File: config.mk
export PLATFORM = sky130hd
export DESIGN_NAME = timed_state_sequencer
export DESIGN_NICKNAME = d
export VERILOG_FILES = /design/src/hw/rtl/sts_pkg.sv /design/src/hw/rtl/sts_table.sv /design/src/hw/rtl/sts_ctrl.sv /design/src/hw/rtl/timed_state_sequencer.sv
export SDC_FILE = /design/constraint.sdc
export NUM_CORES = 1
export LEC_CHECK = 0
export BUFFER_PORTS_ARGS = -buffer_cell sky130_fd_sc_hd__buf_2
export CORE_ASPECT_RATIO = 0.5
export CORE_MARGIN = 10
export CORE_UTILIZATION = 40
export CTS_CLUSTER_DIAMETER = 30
export CTS_CLUSTER_SIZE = 14
export DETAILED_ROUTE_END_ITERATION = 6
export GPL_ROUTABILITY_DRIVEN = 0
export GPL_TIMING_DRIVEN = 1
export PLACE_DENSITY = 0.6
export SKIP_CTS_REPAIR_TIMING = 1
export SLEW_MARGIN = 10
export SYNTH_ARGS = -nofsm -noshare
export SYNTH_HDL_FRONTEND = slang
export SYNTH_SLANG_ARGS = --single-unit
File: constraint.sdc
create_clock -name clk -period 7.15 [get_ports clk]
set_input_delay 0 -clock clk [delete_from_list [all_inputs] [get_ports clk]]
set_output_delay 0 -clock clk [all_outputs]
set_load 0.01 [all_outputs]
File: src/hw/rtl/sts_pkg.sv
// Package for the timed state sequencer: action, status and error codes,
// the result item and table access structs, and small helper functions.
// Depends on nothing.
`timescale 1ns / 1ps

package sts_pkg;

  localparam int MAX_STATES  = 16;
  localparam int NUM_STREAMS = 8;
  localparam int IDX_W       = $clog2(MAX_STATES);
  localparam int CNT_W       = IDX_W + 1;
  localparam int TICK_W      = 32;

  typedef enum logic [2:0] {
    ACT_TICK   = 3'd0,
    ACT_START  = 3'd1,
    ACT_STOP   = 3'd2,
    ACT_PAUSE  = 3'd3,
    ACT_RESUME = 3'd4,
    ACT_LOAD   = 3'd5,
    ACT_TRIP   = 3'd6,
    ACT_NOP    = 3'd7
  } act_t;

  typedef enum logic [4:0] {
    ST_IDLE  = 5'b00001,
    ST_RUN   = 5'b00010,
    ST_PAUSE = 5'b00100,
    ST_STOP  = 5'b01000,
    ST_DONE  = 5'b10000
  } status_t;

  typedef enum logic [2:0] {
    RS_IDLE  = 3'd0,
    RS_RUN   = 3'd1,
    RS_PAUSE = 3'd2,
    RS_STOP  = 3'd3,
    RS_DONE  = 3'd4
  } run_code_t;

  typedef enum logic [2:0] {
    ERR_NONE       = 3'd0,
    ERR_BUSY       = 3'd1,
    ERR_NO_STATES  = 3'd2,
    ERR_NO_STREAMS = 3'd3,
    ERR_LOAD_BUSY  = 3'd4
  } err_t;

  typedef enum logic {
    CFG_STATE_COUNT = 1'b0,
    CFG_STREAM_MASK = 1'b1
  } cfg_idx_t;

  typedef struct packed {
    logic [2:0]        run_status;
    logic [IDX_W-1:0]  state_index;
    logic              index_valid;
    logic              entered;
    logic [TICK_W-1:0] state_ticks;
    logic [TICK_W-1:0] total_ticks;
    logic [2:0]        error_code;
    logic              trip_pending;
  } res_t;

  typedef struct packed {
    logic              en;
    logic [IDX_W-1:0]  idx;
    logic [TICK_W-1:0] dur;
    logic              trip;
  } tbl_wr_t;

  typedef struct packed {
    logic [TICK_W-1:0] dur;
    logic              trip;
    logic              nxt_trip;
  } tbl_rd_t;

  function automatic logic [TICK_W-1:0] sat_inc(input logic [TICK_W-1:0] v);
    return (v == {TICK_W{1'b1}}) ? v : v + {{(TICK_W-1){1'b0}}, 1'b1};
  endfunction

  function automatic logic [2:0] encode_status(input status_t s);
    run_code_t c;
    case (s)
      ST_IDLE:  c = RS_IDLE;
      ST_RUN:   c = RS_RUN;
      ST_PAUSE: c = RS_PAUSE;
      ST_STOP:  c = RS_STOP;
      ST_DONE:  c = RS_DONE;
      default:  c = RS_IDLE;
    endcase
    return c;
  endfunction

endpackage

File: src/hw/rtl/sts_table.sv
// State table storage: duration and transition type per entry.
// Registered reads of the current entry and of the next entry's type; uses sts_pkg.
`timescale 1ns / 1ps

module sts_table
  import sts_pkg::*;
(
  input  logic             clk,
  input  tbl_wr_t          wr,
  input  logic [IDX_W-1:0] rd_addr,
  output tbl_rd_t          rd
);

  logic [TICK_W-1:0] dur_mem [MAX_STATES];
  logic              trip_mem [MAX_STATES];
  logic [IDX_W-1:0]  rd_addr_b;

  assign rd_addr_b = rd_addr + {{(IDX_W-1){1'b0}}, 1'b1};

  always_ff @(posedge clk) begin
    if (wr.en) begin
      dur_mem[wr.idx]  <= wr.dur;
      trip_mem[wr.idx] <= wr.trip;
    end
  end

  always_ff @(posedge clk) begin
    rd.dur      <= dur_mem[rd_addr];
    rd.trip     <= trip_mem[rd_addr];
    rd.nxt_trip <= trip_mem[rd_addr_b];
  end

endmodule

File: src/hw/rtl/sts_ctrl.sv
// Sequencer control: run status, current entry, tick counters and trip latch,
// with the per-item next-state logic and result forming; uses sts_pkg.
`timescale 1ns / 1ps

module sts_ctrl
  import sts_pkg::*;
(
  input  logic                   clk,
  input  logic                   rst_n,
  input  logic                   proc,
  input  act_t                   act,
  input  logic [IDX_W-1:0]       idx,
  input  logic [TICK_W-1:0]      dur,
  input  logic                   ttype,
  input  logic [CNT_W-1:0]       state_count,
  input  logic [NUM_STREAMS-1:0] stream_mask,
  input  tbl_rd_t                rd,
  output tbl_wr_t                wr,
  output logic [IDX_W-1:0]       rd_addr,
  output res_t                   res
);

  status_t           status_r, status_nxt;
  logic [IDX_W-1:0]  cur_r, cur_nxt;
  logic              valid_r, valid_nxt;
  logic [TICK_W-1:0] tis_r, tis_nxt;
  logic [TICK_W-1:0] tot_r, tot_nxt;
  logic              latch_r, latch_nxt;
  logic              busy;
  logic              done;
  logic              entered;
  err_t              err;
  logic [CNT_W-1:0]  used;
  logic [CNT_W-1:0]  slot_plus;
  logic [TICK_W-1:0] tis_inc;

  assign busy      = (status_r == ST_RUN) || (status_r == ST_PAUSE);
  assign used      = (state_count > CNT_W'(MAX_STATES)) ? CNT_W'(MAX_STATES) : state_count;
  assign slot_plus = {1'b0, cur_r} + {{(CNT_W-1){1'b0}}, 1'b1};
  assign tis_inc   = sat_inc(tis_r);
  assign rd_addr   = cur_nxt;

  always_comb begin
    status_nxt = status_r;
    cur_nxt    = cur_r;
    valid_nxt  = valid_r;
    tis_nxt    = tis_r;
    tot_nxt    = tot_r;
    latch_nxt  = latch_r;
    err        = ERR_NONE;
    entered    = 1'b0;
    done       = 1'b0;
    wr.en      = 1'b0;
    wr.idx     = idx;
    wr.dur     = dur;
    wr.trip    = ttype;
    if (proc) begin
      case (act)
        ACT_TICK: begin
          if (busy && valid_r) begin
            tot_nxt = sat_inc(tot_r);
            tis_nxt = tis_inc;
            if (status_r == ST_RUN) begin
              if (rd.trip && latch_r) begin
                latch_nxt = 1'b0;
                done      = 1'b1;
              end else if (tis_inc >= rd.dur) begin
                done = 1'b1;
              end
              if (done) begin
                if (slot_plus < used) begin
                  cur_nxt   = slot_plus[IDX_W-1:0];
                  valid_nxt = 1'b1;
                  tis_nxt   = '0;
                  entered   = 1'b1;
                  if (rd.nxt_trip) begin
                    latch_nxt = 1'b0;
                  end
                end else begin
                  status_nxt = ST_DONE;
                  valid_nxt  = 1'b0;
                  cur_nxt    = '0;
                end
              end
            end
          end
        end
        ACT_START: begin
          if (busy) begin
            err = ERR_BUSY;
          end else if (used == '0) begin
            err = ERR_NO_STATES;
          end else if (stream_mask == '0) begin
            err = ERR_NO_STREAMS;
          end else begin
            status_nxt = ST_RUN;
            tot_nxt    = '0;
            tis_nxt    = '0;
            latch_nxt  = 1'b0;
            cur_nxt    = '0;
            valid_nxt  = 1'b1;
            entered    = 1'b1;
          end
        end
        ACT_STOP: begin
          if ((status_r != ST_IDLE) && (status_r != ST_STOP)) begin
            status_nxt = ST_STOP;
            valid_nxt  = 1'b0;
            cur_nxt    = '0;
          end
        end
        ACT_PAUSE: begin
          if (status_r == ST_RUN) begin
            status_nxt = ST_PAUSE;
          end
        end
        ACT_RESUME: begin
          if (status_r == ST_PAUSE) begin
            status_nxt = ST_RUN;
          end
        end
        ACT_LOAD: begin
          if (busy) begin
            err = ERR_LOAD_BUSY;
          end else begin
            wr.en = 1'b1;
          end
        end
        ACT_TRIP: begin
          latch_nxt = 1'b1;
        end
        default: begin
        end
      endcase
    end
  end

  always_comb begin
    res.run_status   = encode_status(status_nxt);
    res.state_index  = valid_nxt ? cur_nxt : '0;
    res.index_valid  = valid_nxt;
    res.entered      = entered;
    res.state_ticks  = tis_nxt;
    res.total_ticks  = tot_nxt;
    res.error_code   = err;
    res.trip_pending = latch_nxt;
  end

  always_ff @(posedge clk) begin
    if (!rst_n) begin
      status_r <= ST_IDLE;
      cur_r    <= '0;
      valid_r  <= 1'b0;
      tis_r    <= '0;
      tot_r    <= '0;
      latch_r  <= 1'b0;
    end else begin
      status_r <= status_nxt;
      cur_r    <= cur_nxt;
      valid_r  <= valid_nxt;
      tis_r    <= tis_nxt;
      tot_r    <= tot_nxt;
      latch_r  <= latch_nxt;
    end
  end

`ifndef NO_ASSERTIONS
  a_valid_busy: assert property (@(posedge clk) disable iff (!rst_n)
    valid_r == busy)
    else $error("Current entry flag disagrees with run status.");

  a_slot_zero: assert property (@(posedge clk) disable iff (!rst_n)
    !valid_r |-> (cur_r == '0))
    else $error("Entry index nonzero with no current entry.");

  a_enter_clear: assert property (@(posedge clk) disable iff (!rst_n)
    (proc && entered) |=> (tis_r == '0) && valid_r)
    else $error("Entering an entry did not clear its tick count.");

  a_no_write_busy: assert property (@(posedge clk) disable iff (!rst_n)
    wr.en |-> !busy)
    else $error("Table written while a sequence is active.");
`endif

endmodule

File: src/hw/rtl/timed_state_sequencer.sv
// Timed state sequencer top level: input register, configuration registers,
// control and table, result register. Uses sts_pkg, sts_ctrl and sts_table.
// An accepted item is held in the input register until the result register can
// take it, then processed; one item per cycle unless the output stalls.
// The rate is set by the single pass from input register to result register.
// Synchronous active-low reset clears status, counters and configuration; the
// state table is undefined until its entries are loaded.
`timescale 1ns / 1ps

module timed_state_sequencer
  import sts_pkg::*;
(
  input  logic                   clk,
  input  logic                   rst_n,
  input  logic                   in_valid,
  output logic                   in_ready,
  input  logic [2:0]             in_action,
  input  logic [IDX_W-1:0]       in_entry_index,
  input  logic [TICK_W-1:0]      in_entry_duration,
  input  logic                   in_entry_trip_type,
  output logic                   out_valid,
  input  logic                   out_ready,
  output logic [2:0]             out_run_status,
  output logic [IDX_W-1:0]       out_state_index,
  output logic                   out_index_valid,
  output logic                   out_entered,
  output logic [TICK_W-1:0]      out_state_ticks,
  output logic [TICK_W-1:0]      out_total_ticks,
  output logic [2:0]             out_error_code,
  output logic                   out_trip_pending,
  input  logic                   cfg_we,
  input  logic                   cfg_index,
  input  logic [NUM_STREAMS-1:0] cfg_wdata
);

  logic                   in_vld_r, in_vld_nxt;
  act_t                   in_act_r;
  logic [IDX_W-1:0]       in_idx_r;
  logic [TICK_W-1:0]      in_dur_r;
  logic                   in_trip_r;
  logic                   out_vld_r, out_vld_nxt;
  res_t                   out_res_r;
  res_t                   res;
  logic [CNT_W-1:0]       state_count_r;
  logic [NUM_STREAMS-1:0] stream_mask_r;
  logic                   adv;
  logic                   proc;
  logic                   acc;
  tbl_wr_t                tbl_wr;
  tbl_rd_t                tbl_rd;
  logic [IDX_W-1:0]       tbl_addr;

  assign adv      = !out_vld_r || out_ready;
  assign proc     = in_vld_r && adv;
  assign in_ready = !in_vld_r || adv;
  assign acc      = in_valid && in_ready;

  assign in_vld_nxt  = acc ? 1'b1 : (proc ? 1'b0 : in_vld_r);
  assign out_vld_nxt = proc ? 1'b1 : (out_ready ? 1'b0 : out_vld_r);

  always_ff @(posedge clk) begin
    if (!rst_n) begin
      in_vld_r  <= 1'b0;
      out_vld_r <= 1'b0;
    end else begin
      in_vld_r  <= in_vld_nxt;
      out_vld_r <= out_vld_nxt;
    end
  end

  always_ff @(posedge clk) begin
    if (acc) begin
      in_act_r  <= act_t'(in_action);
      in_idx_r  <= in_entry_index;
      in_dur_r  <= in_entry_duration;
      in_trip_r <= in_entry_trip_type;
    end
    if (proc) begin
      out_res_r <= res;
    end
  end

  always_ff @(posedge clk) begin
    if (!rst_n) begin
      state_count_r <= '0;
      stream_mask_r <= '0;
    end else if (cfg_we) begin
      case (cfg_idx_t'(cfg_index))
        CFG_STATE_COUNT: state_count_r <= cfg_wdata[CNT_W-1:0];
        CFG_STREAM_MASK: stream_mask_r <= cfg_wdata;
        default: begin
        end
      endcase
    end
  end

  sts_ctrl u_ctrl (
    .clk         (clk),
    .rst_n       (rst_n),
    .proc        (proc),
    .act         (in_act_r),
    .idx         (in_idx_r),
    .dur         (in_dur_r),
    .ttype       (in_trip_r),
    .state_count (state_count_r),
    .stream_mask (stream_mask_r),
    .rd          (tbl_rd),
    .wr          (tbl_wr),
    .rd_addr     (tbl_addr),
    .res         (res)
  );

  sts_table u_table (
    .clk     (clk),
    .wr      (tbl_wr),
    .rd_addr (tbl_addr),
    .rd      (tbl_rd)
  );

  assign out_valid        = out_vld_r;
  assign out_run_status   = out_res_r.run_status;
  assign out_state_index  = out_res_r.state_index;
  assign out_index_valid  = out_res_r.index_valid;
  assign out_entered      = out_res_r.entered;
  assign out_state_ticks  = out_res_r.state_ticks;
  assign out_total_ticks  = out_res_r.total_ticks;
  assign out_error_code   = out_res_r.error_code;
  assign out_trip_pending = out_res_r.trip_pending;

endmodule
==> qor.yml <==
fmax_ghz: 0.163
crit_fanout: 107
mappedNetlistArea_sq_mm: 0.0318
synth_top_area_cell: "edfxtp_1"
grt_start_max_net_pins: 108
area_of_the_die_sq_mm: 0.0918
clock-sinks: 769
finalSetupTns_ns: 0
clock_tree.buffer_depth: 3
timing.max_slew.rel_slack_pct: 23.8
worst_slew_pin_slew_ns: 1.13
final_antenna_net_count: 0
power.ir.vdd_worst_v: 0.000191
met1_usage_pct: 25.0
timing.hold.worst.start: "in_entry_duration[28]"
synth.cells.most_frequent: "edfxtp_1, nand2_1, mux2i_1"
start_util_pct: 40.7
max_cap_violations: 0
hold_path_end: "in_dur_r[28]"
endpoint_kind: "flip-flop"
power.density_mw_per_mm2: 283
synth_flop_cell: "edfxtp_1"
drc: 0
grt.total_usage_pct: 17.5
grtUsageMet2_pct: 27.2
syn_nets: 2525
routed_wirelength_mm: 83.1
die_width_microns: 419
synth-seq-cells: 769
post_route_cells_drive_above_1_share_pct: 15.3
share_seq_of_total_power_pct: 45.5
cts_root_buf: "clkbuf_16"
final.min_clock_period_ns: 6.12
crit_path_start_kind: "flip-flop"
grt_antenna_before_repair: 1
area_delta_synth_final_pct: 21.4
criticalPathCategory: "reg -> reg"
htree_num_levels: 3
total_switching_power_mw: 2.32
r2r-end: "u_table.rd[13]"
sw_frac_of_total_pct: 21.3
detail_route.wl_per_cell_microns: 21.8
met3_usage_pct: 3.22
fp.coreArea_sq_mm: 0.0780
initial_drc_count: 1854
gr-max-usage-layer: "met2"
number_of_synthesis_warnings: 0
postSynth.asyncResetShare_pct: 0
arrival_ns: 6.67
yosysMostFrequentCell: "edfxtp_1"
clkSlewWorstSetupHoldPaths_ns: 0.06
dpl.hpwl_mm: 46.1
timing.final.setup_violations: 0
r2r_start: "u_ctrl.tis_r[22]"
final_max_slew_viol_count: 0
synth_enable_flop_cells: 645
synth.area.top_cells: "edfxtp_1, dfxtp_1, mux2i_1"
syn-instance-count: 2431
tritoncts: "yes"
placement_rows: 72
reg2reg_depth: 20
ys_types: 65
firstDrtPassIters: 5
final-hold-violation-count: 0
hold_path_class: "in -> reg"
power.leakage_nw: 15.0
drt-vias-per-instance: 5.42
share_comb_of_total_power_pct: 1.7
clockPowerShare_pct: 52.9
internal_power_mw: 8.58
run_status: "finished clean"
grt_first_pass_wirelength_mm: 123
seq_area_frac_synth_pct: 68.8
worstPathRequired_ns: 7.70
finish.net_count: 2765
whs_path_depth: 2
syn-mean-instance-area_sq_um: 13.1
routed_vias: 20600
diodes: 0
clock_skew_ns: 0.0496
regToRegSetupSlack_ns: 1.03
yosys.area.top_type_share_pct: 60.9
ioPinCount: 133
grt-ovfl-total: 0
rsz_0062_raised_after_global_routing: "false"
port_buffers: 132
first_global_vias: 19400
total_clock_buffers_created_by_cts: 114
totalPowerFinal_mw: 10.9
die_height_microns: 219
timing.final.crit_share_pct: 85.6
insertion_delay_ns: 0.69
per-layer routing:
layer	vias to the layer above	routed length (microns)
li1	9604	-
met2	716	37700
met5	-	13
met4	2	1650
met3	127	5690
met1	10200	38000
worst max-delay path: stages, from the launching register on:
cell and delay, ns:
dfxtp_1 0.36, and3_1 0.22, and3_1 0.21, nand4_1 0.09, buf_4 0.18, and4_1 0.32
nand4_1 0.21, or2_1 0.32, or4_1 0.54, xnor2_1 0.17, ha_1 0.33, nand4_1 0.18
nor4_1 0.46, o31a_1 0.43, o31ai_4 0.15, mux2i_4 0.40, buf_12 0.49, mux2i_1 0.35
o22ai_1 0.14, a22oi_1 0.20, nand3_1 0.08
how the worst max path moves through the flow:
stage                                start              to  depth (start not counted)
final                     u_ctrl.tis_r[22]  u_table.rd[13]                         20
after floorplan           u_ctrl.tis_r[22]   u_table.rd[0]                         24
after CTS                 u_ctrl.tis_r[22]   u_table.rd[0]                         20
after global placement    u_ctrl.tis_r[22]   u_table.rd[0]                         20
after detailed placement  u_ctrl.tis_r[22]   u_table.rd[0]                         20
after global routing      u_ctrl.tis_r[22]  u_table.rd[15]                         21
power by group through the flow:
stage	logic (mW)	clock network (mW)	registers (mW)
3_3_place_gp	0.150	0	5.05
4_1_cts	0.152	5.87	4.96
2_1_floorplan	0.0656	0	5.04
6_report	0.180	5.76	4.96
3_5_place_dp	0.152	0	5.05
5_1_grt	0.196	6.09	4.97
sequential cells by signal (all words and copies together) (netlist names), 5 cells and up:
register,flops
u_ctrl.tot_r,32
state_count_r,5
out_total_ticks,32
u_ctrl.tis_r,32
u_table.dur_mem,512
out_state_ticks,32
in_dur_r,32
stream_mask_r,8
u_ctrl.status_r,5
u_table.rd,34
u_table.trip_mem,16
cells by family (layout without fill, tap and decap cells):
kind of cell	count (synthesis)	count (layout)	share of synthesized area, %
multiplexers	195	195	6.37
AO/OA/AOI/OAI	380	380	7.97
XOR/XNOR	38	38	1.05
AND/OR/NAND/NOR	830	830	11.9
adder cells (fa/ha/maj)	40	40	1.57
flip-flops	769	769	68.8
buffers and inverters	179	520	2.37
final cells by class:
type,count,area (sq um)
Sequential cell,769,21900
Multi-Input combinational cell,1483,9350
Tap cell,1036,1300
Inverter,51,196
Clock inverter,88,1120
Clock buffer,129,2950
Fill cell,6665,39400
Timing Repair Buffer,252,1810
layout by cell type (no fill, tap or decap), types with 15 or more instances in the layout:
cell           Yosys  layout
edfxtp_1         645     645
inv_6              0      17
buf_2             41     132
o31ai_1           15      15
nor2_1            91      78
nand2_1          405     405
dfxtp_1          124     124
bufinv_16          0      16
dlygate4sd3_1      0      71
clkbuf_16          0     114
o22ai_1           31      31
a31oi_1           30      29
a21oi_1           54      52
nor3_1            27      22
o21ai_0           77      77
a22oi_1           34      34
ha_1              40      40
xnor2_1           24      24
o211ai_1          61      61
a22o_1            23      23
and2_1            74      73
inv_1             49      48
and3_1            23      23
nand4_1           30      30
mux2i_1          181     181
buf_4              8      43
nand3_1          134     134
through the flow:
stage | instance area (sq um) | hold slack [ns] | setup WS [ns] | cells | utilization [%]
finish | 38600 | 0.0261 | 1.03 | 3808 | 49.4
global route | 38600 | 0.00311 | 0.552 | 3808 | 49.4
CTS | 37900 | -0.558 | 1.02 | 3737 | 48.5
detailed placement | 33800 | 0.178 | 1.04 | 3520 | 43.3
global placement | 33800 | 0.176 | 1.12 | 3520 | 43.3
floorplan | 31800 | 0.0989 | 1.76 | 2431 | -
No activity file was read; power rests on OpenSTA's default activity.
